File: src/hdl/peg_pkg.sv
// ----------------------------------------------------------------------------
// Percussive envelope generator package
// Shared widths, constants and register indexes for the envelope generator.
// ----------------------------------------------------------------------------
package peg_pkg;

    localparam int COUNT_WIDTH   = 24;
    localparam int RELEASE_STEPS = 256;

    localparam int LEVEL_W  = 17;
    localparam int OFFSET_W = COUNT_WIDTH + 3;
    localparam int NL_W     = LEVEL_W + 2;
    localparam int ADDR_W   = 5;
    localparam int DATA_W   = 32;
    localparam int S_DATA_W = 8;
    localparam int M_DATA_W = 40;

    localparam logic [LEVEL_W-1:0] LEVEL_ONE = LEVEL_W'(65536);

    typedef enum logic [2:0] {
        REG_DELAY_LEN   = 3'd0,
        REG_ATTACK_LEN  = 3'd1,
        REG_HOLD_LEN    = 3'd2,
        REG_DECAY_LEN   = 3'd3,
        REG_ATTACK_STEP = 3'd4,
        REG_DECAY_STEP  = 3'd5
    } reg_index_t;

    typedef logic [COUNT_WIDTH-1:0]   count_t;
    typedef logic [LEVEL_W-1:0]       level_t;
    typedef logic signed [OFFSET_W-1:0] offset_t;

endpackage

File: src/hdl/percussive_envelope_generator.sv
// ----------------------------------------------------------------------------
// Percussive envelope generator
// Delay-attack-hold-decay envelope, one audio sample per stream item.
// ----------------------------------------------------------------------------
// Each item on the slave stream carries the gate bit in s_tdata[0] and the
// retrigger bit in s_tdata[1]. Each item produces exactly one item on the
// master stream with the envelope level and its negation, both Q1.16.
// An item is registered in an input stage and the envelope update is done
// between that stage and the output register, which drives m_tvalid, and
// one item is taken in every clock cycle while m_tready is high.
// When the receiver holds m_tready low, the output register keeps its item,
// the input stage takes at most one more item, and s_tready then stays low
// until m_tready returns.
// The six registers are written through the APB port at byte addresses
// 0, 4, 8, 12, 16 and 20, and should be changed only while no item is in
// flight. Reset clears the registers, the envelope state and both stages.
// After reset the envelope plays through once, because the phase counter
// starts at zero.
// ----------------------------------------------------------------------------
module percussive_envelope_generator (
    input  logic                           aclk,
    input  logic                           aresetn,
    input  logic                           s_tvalid,
    output logic                           s_tready,
    input  logic [peg_pkg::S_DATA_W-1:0]   s_tdata,   // gate_in, retrig_in
    output logic                           m_tvalid,
    input  logic                           m_tready,
    output logic [peg_pkg::M_DATA_W-1:0]   m_tdata,   // env_out, inv_env_out
    input  logic                           psel,
    input  logic                           penable,
    input  logic                           pwrite,
    input  logic [peg_pkg::ADDR_W-1:0]     paddr,
    input  logic [peg_pkg::DATA_W-1:0]     pwdata,
    output logic [peg_pkg::DATA_W-1:0]     prdata,
    output logic                           pready
);
    import peg_pkg::*;

    count_t delay_len_reg, attack_len_reg, hold_len_reg, decay_len_reg;
    level_t attack_step_reg, decay_step_reg;

    logic   in_valid_reg;
    logic   gate_in_reg, retrig_in_reg;
    logic   out_valid_reg;
    level_t env_out_reg, inv_env_out_reg;

    logic    gate_high_reg, retrig_high_reg;
    offset_t phase_offset_reg, phase_offset_next;
    level_t  level_reg, level_next;
    level_t  release_step_reg, release_step_next;

    logic       fire;
    logic       cfg_write;
    reg_index_t cfg_index;

    offset_t b_delay, b_attack, b_hold, b_decay;
    count_t  hold_eff;
    offset_t off_gate, off_trig;
    logic [LEVEL_W+COUNT_WIDTH-1:0] trig_prod;
    logic signed [NL_W-1:0] nl;

    assign pready    = 1'b1;
    assign cfg_write = psel && penable && pwrite && pready;
    assign cfg_index = reg_index_t'(paddr[ADDR_W-1:2]);

    always_ff @(posedge aclk) begin
        if (!aresetn) begin
            delay_len_reg   <= '0;
            attack_len_reg  <= '0;
            hold_len_reg    <= '0;
            decay_len_reg   <= '0;
            attack_step_reg <= '0;
            decay_step_reg  <= '0;
        end else if (cfg_write) begin
            unique case (cfg_index)
                REG_DELAY_LEN:   delay_len_reg   <= pwdata[COUNT_WIDTH-1:0];
                REG_ATTACK_LEN:  attack_len_reg  <= pwdata[COUNT_WIDTH-1:0];
                REG_HOLD_LEN:    hold_len_reg    <= pwdata[COUNT_WIDTH-1:0];
                REG_DECAY_LEN:   decay_len_reg   <= pwdata[COUNT_WIDTH-1:0];
                REG_ATTACK_STEP: attack_step_reg <= pwdata[LEVEL_W-1:0];
                REG_DECAY_STEP:  decay_step_reg  <= pwdata[LEVEL_W-1:0];
                default: ;
            endcase
        end
    end

    always_comb begin
        unique case (cfg_index)
            REG_DELAY_LEN:   prdata = DATA_W'(delay_len_reg);
            REG_ATTACK_LEN:  prdata = DATA_W'(attack_len_reg);
            REG_HOLD_LEN:    prdata = DATA_W'(hold_len_reg);
            REG_DECAY_LEN:   prdata = DATA_W'(decay_len_reg);
            REG_ATTACK_STEP: prdata = DATA_W'(attack_step_reg);
            REG_DECAY_STEP:  prdata = DATA_W'(decay_step_reg);
            default:         prdata = '0;
        endcase
    end

    assign fire     = in_valid_reg && (!out_valid_reg || m_tready);
    assign s_tready = !in_valid_reg || fire;

    always_ff @(posedge aclk) begin
        if (!aresetn) begin
            in_valid_reg <= 1'b0;
        end else if (s_tready) begin
            in_valid_reg <= s_tvalid;
        end
    end

    always_ff @(posedge aclk) begin
        if (s_tready && s_tvalid) begin
            gate_in_reg   <= s_tdata[0];
            retrig_in_reg <= s_tdata[1];
        end
    end

    assign hold_eff = (hold_len_reg == '0) ? COUNT_WIDTH'(1) : hold_len_reg;
    assign b_delay  = OFFSET_W'(delay_len_reg);
    assign b_attack = b_delay + OFFSET_W'(attack_len_reg);
    assign b_hold   = b_attack + OFFSET_W'(hold_eff);
    assign b_decay  = b_hold + OFFSET_W'(decay_len_reg);

    assign trig_prod = LEVEL_W'(level_reg) * attack_len_reg;

    always_comb begin
        off_gate          = phase_offset_reg;
        release_step_next = release_step_reg;
        if (gate_in_reg && !gate_high_reg) begin
            if (level_reg != '0) begin
                off_gate          = -OFFSET_W'(RELEASE_STEPS);
                release_step_next = LEVEL_W'(level_reg / RELEASE_STEPS);
            end else begin
                off_gate = '0;
            end
        end

        off_trig = off_gate;
        if (retrig_in_reg && !retrig_high_reg) begin
            if (level_reg != '0 && attack_len_reg != '0) begin
                off_trig = OFFSET_W'(trig_prod[16 +: COUNT_WIDTH]);
            end else begin
                off_trig = '0;
            end
        end

        nl = NL_W'(level_reg);
        if (off_trig < 0) begin
            nl = nl - NL_W'(release_step_next);
        end else if (off_trig < b_delay) begin
            nl = '0;
        end else if (off_trig < b_attack) begin
            nl = nl + NL_W'(attack_step_reg);
        end else if (off_trig < b_hold) begin
            nl = NL_W'(LEVEL_ONE);
        end else if (off_trig < b_decay) begin
            nl = nl - NL_W'(decay_step_reg);
        end else begin
            nl = '0;
        end

        if (nl < 0) begin
            level_next = '0;
        end else if (nl > NL_W'(LEVEL_ONE)) begin
            level_next = LEVEL_ONE;
        end else begin
            level_next = nl[LEVEL_W-1:0];
        end

        if (off_trig < b_decay) begin
            phase_offset_next = off_trig + OFFSET_W'(1);
        end else begin
            phase_offset_next = b_decay;
        end
    end

    always_ff @(posedge aclk) begin
        if (!aresetn) begin
            gate_high_reg    <= 1'b0;
            retrig_high_reg  <= 1'b0;
            phase_offset_reg <= '0;
            level_reg        <= '0;
            release_step_reg <= '0;
            out_valid_reg    <= 1'b0;
        end else begin
            if (fire) begin
                gate_high_reg    <= gate_in_reg;
                retrig_high_reg  <= retrig_in_reg;
                phase_offset_reg <= phase_offset_next;
                level_reg        <= level_next;
                release_step_reg <= release_step_next;
                out_valid_reg    <= 1'b1;
            end else if (m_tready) begin
                out_valid_reg <= 1'b0;
            end
        end
    end

    always_ff @(posedge aclk) begin
        if (fire) begin
            env_out_reg     <= level_next;
            inv_env_out_reg <= -level_next;
        end
    end

    assign m_tvalid = out_valid_reg;
    assign m_tdata  = {{(M_DATA_W - 2*LEVEL_W){1'b0}}, inv_env_out_reg, env_out_reg};

endmodule
File: config.mk
export PLATFORM = sky130hd
export DESIGN_NAME = percussive_envelope_generator
export DESIGN_NICKNAME = d
export VERILOG_FILES = /design/src/hdl/peg_pkg.sv /design/src/hdl/percussive_envelope_generator.sv
export SDC_FILE = /design/constraint.sdc
export NUM_CORES = 2
export LEC_CHECK = 0
export BUFFER_PORTS_ARGS = -buffer_cell sky130_fd_sc_hd__buf_2
export CAP_MARGIN = 5
export CORE_UTILIZATION = 60
export DETAILED_ROUTE_END_ITERATION = 8
export PLACE_DENSITY = 0.83
export SYNTH_ARGS = -nofsm -noshare
export SYNTH_HDL_FRONTEND = slang
export SYNTH_SLANG_ARGS = --single-unit
File: constraint.sdc
create_clock -name aclk -period 29.6 [get_ports aclk]
set_clock_uncertainty 0.05 [all_clocks]
set_input_delay 5.92 -clock aclk [delete_from_list [all_inputs] [get_ports aclk]]
set_output_delay 5.92 -clock aclk [all_outputs]
set_load 0.02 [all_outputs]
==> results by group <==
Status
  • Status: completed

STA
  • Max-slew headroom: 15.66%
  • Setup TNS: 0 ns
  • Period utilization: a little under half
  • RSZ-0062 raised after global routing: no
  • Worst-margin pin slew: 1.262 ns
  • Final Max Tran Viols: 0
  • Fmax: 71.74 MHz
  • Finish-stage setup viols: 0
  • Hold violation count in the final report: 0
  • Worst setup margin: 15.66 ns
  • Fin crit period: 13.94 ns

Critical path
  • Worst EP required: 29.83 ns
  • Crit. End Element: register
  • Worst R2R Setup Slack: 15.66 ns
  • Critical Path Sink: inv_env_out_reg[16]
  • Critical path class: reg2reg
  • Crit path DAT: roughly 14 ns
  • Worst R2R Path Depth: 44
  • CP Max Fanout: 15
  • CP startpoint kind: register
  • Number of cells on the critical path: 44
  • Worst R2R Start: attack_len_reg[8]
  • CP Launch Point: attack_len_reg[8]
  • RR Endpoint: inv_env_out_reg[16]
  • Critical path's slowest cell: a211oi_2
  • Worst path most repeated cell: fa_1
  • Number of buffer and inverter stages on the critical path: 5
  • CP delay by family, top: compound AO/OA/AOI/OAI gates
  • CP max stage delay: between 0.9 and 1 ns

Synthesis
  • Top cell type's share of synthesized area: 20.78%
  • Syn Area/Cell: 7.987 um^2
  • Warnings, synthesis: 0
  • EDFF count, synth: 35
  • Synth Register Bits: 230
  • Sequential cell area fraction in the yosys report: between 15 and 20%
  • Top cells by area in the synthesized netlist: fa_1, ha_1, dfxtp_1
  • Post-synth top area cell: fa_1
  • Most common cell in the netlist: nand2_1
  • Cells after Synth: 4004
  • Mapped cell area: 31980 um^2
  • Synth async-reset ratio: 0%
  • Synth Flop Type: dfxtp_1
  • Post-synth top cells: nand2_1, inv_1, fa_1
  • Cell variety after synth: 103

Global routing
  • Initial antenna violation count: 1
  • Largest net degree at the start of global routing: 96
  • Global-route wire length before repair: 152.6 mm
  • Vias in the first global route: 28000
  • GR Util All Layers: 36.04%
  • Overflow after GRT: 0

Routing
  • Via count: 28820
  • Final ANT Viol Nets: 0
  • Routed len/inst: 20.66 um
  • Initial DRC Count: approximately 2800
  • Drt pass-1 iters: 6
  • Detailed-route DRC error count: 0
  • Final wirelength: 96.53 mm
  • Vias per cell: 6.168

Power
  • Total chip power: between 1 and 1.5 mW
  • Leakage power: 15.69 nW
  • Worst vdd ir: 0.05432 mV
  • PD cells: 32.65 nW/um^2

Floorplan
  • I/O pins: 127
  • Core area: between 50000 and 60000 um^2
  • Die H: ~230 um
  • Rows: 84
  • Initial core utilization: 60.74%
  • Die width: 232.9 um
  • Die area: 54230 um^2

Placed design
  • Placed insts: ~4600
  • Port bufs: 95
  • GP Congestion: 1.024
  • Pre-CTS setup slack: between 15 and 20 ns
  • Dpl hpwl: 74.41 mm

CTS
  • Hold Buf Count CTS: 0
  • CTS H-tree depth: 1
  • Postcts setup bufs: 0
  • CTS tree: yes
  • Later-pin clock latency in the skew report: 0.59 ns
  • Clock Sink Count: 230
  • Buffer depth of the longest clock path: 3
  • CTS clk-pin slew, worst paths: roughly 0.080 ns
  • Root Buffer: clkbuf_16
  • Cts bufs inserted: 24
  • Post_cts resized: 0

Layout
  • Number of flip-flops in the largest register: 27
  • Number of diodes: 0
  • Nets@finish: 4679
  • Non-filler cells, final: 4673
  • Util after Layout: 64.00%
  • Area growth syn-to-layout: 5.364%
  • Fraction of layout cells with a size suffix above 1: under 10%

Run
  • Max-cap viol count: 0

Worst hold path
  • Worst min-delay path class: reg2reg
-- cells by family after synthesis --
kind of cell | Yosys count | synth area share, %
mux | 23 | 0.7394
xor+xnor | 150 | 4.108
simple gates | 1358 | 20.02
compound gates | 801 | 16.48
flops | 230 | 15.49
buf+inv | 778 | 9.464
other cells | 2 | 0.02348
fa+ha+maj | 662 | 33.67
-- tightest hold or removal path, stage by stage, from the launching register on --
cell and delay [ns]:
dfxtp_1 0.31, nand2_1 0.05, a21oi_1 0.05
-- cell type report --
class | instances | area (um^2)
tap | 688 | 860.8
sequential | 230 | 4955
timing repair buffer | 158 | 948.4
multi-input combinational | 3009 | 24090
clock inverter | 11 | 140.1
clock buffer | 32 | 650.6
fill | 4399 | 18960
inverter | 545 | 2051
-- cells in the final DEF (no fill, tap or decap), types with 11 or more instances in the layout --
cell type / Yosys / final
a211o_1: 12 / 12
a211oi_1: 23 / 23
a21o_1: 64 / 64
a21oi_1: 304 / 304
a22oi_1: 74 / 74
a31oi_1: 17 / 17
and2_1: 162 / 165
and3_1: 30 / 30
buf_2: 13 / 95
buf_4: 18 / 63
clkbuf_16: 0 / 24
conb_1: 2 / 15
dfxtp_1: 195 / 195
edfxtp_1: 35 / 35
fa_1: 332 / 332
ha_1: 327 / 327
inv_1: 543 / 542
mux2i_1: 18 / 18
nand2_1: 702 / 702
nand2b_1: 22 / 21
nand3_1: 62 / 62
nand3b_1: 11 / 11
nand4_1: 29 / 29
nor2_1: 155 / 155
nor2b_1: 35 / 34
nor3_1: 50 / 49
nor4_1: 16 / 16
o211ai_1: 18 / 18
o21a_1: 24 / 24
o21ai_0: 104 / 104
o21bai_1: 21 / 21
o22ai_1: 11 / 11
or2_2: 14 / 14
or3_1: 23 / 23
xnor2_1: 94 / 94
xor2_1: 56 / 56
-- how the worst min path moves through the flow --
| stage | slack, ns | cells past startpoint | start | endpoint |
|---|---|---|---|---|
| final | 0.40 | 2 | phase_offset_reg[13] | phase_offset_reg[13] |
| after global routing | 0.43 | 2 | phase_offset_reg[13] | phase_offset_reg[13] |
| after CTS | 0.40 | 2 | phase_offset_reg[13] | phase_offset_reg[13] |
| after detailed placement | 0.39 | 2 | phase_offset_reg[13] | phase_offset_reg[13] |
| after global placement | 0.39 | 2 | phase_offset_reg[13] | phase_offset_reg[13] |
| after floorplan | 0.38 | 2 | phase_offset_reg[13] | phase_offset_reg[13] |
-- power by group --
group	total (mW)	leakage, nW	switching, mW	internal [mW]
Combinational	0.438	13.4	0.287	0.151
Sequential	0.345	1.91	0.00631	0.339
Clock	0.317	0.383	0.143	0.174
Total	1.10	15.7	0.436	0.664
-- through the flow --
stage,hold slack (ns),instance area [um^2]
after detailed placement,0.3919,32910
after global placement,0.3898,32910
final,0.4030,33700
after global routing,0.4291,33700
after CTS,0.4009,33700
after floorplan,0.3787,32030
-- layer usage --
| layer | up-vias | share of wire [%] | track usage, % |
|---|---|---|---|
| li1 | 13120 | - | - |
| met1 | 13870 | 38 | 46.19 |
| met2 | 1520 | 45 | 57.81 |
| met3 | 320 | 9.7 | 4.412 |
| met4 | 0 | 6.8 | 22.57 |
| met5 | - | 0 | 0 |
Note: power is estimated with default switching activity, not from simulation.
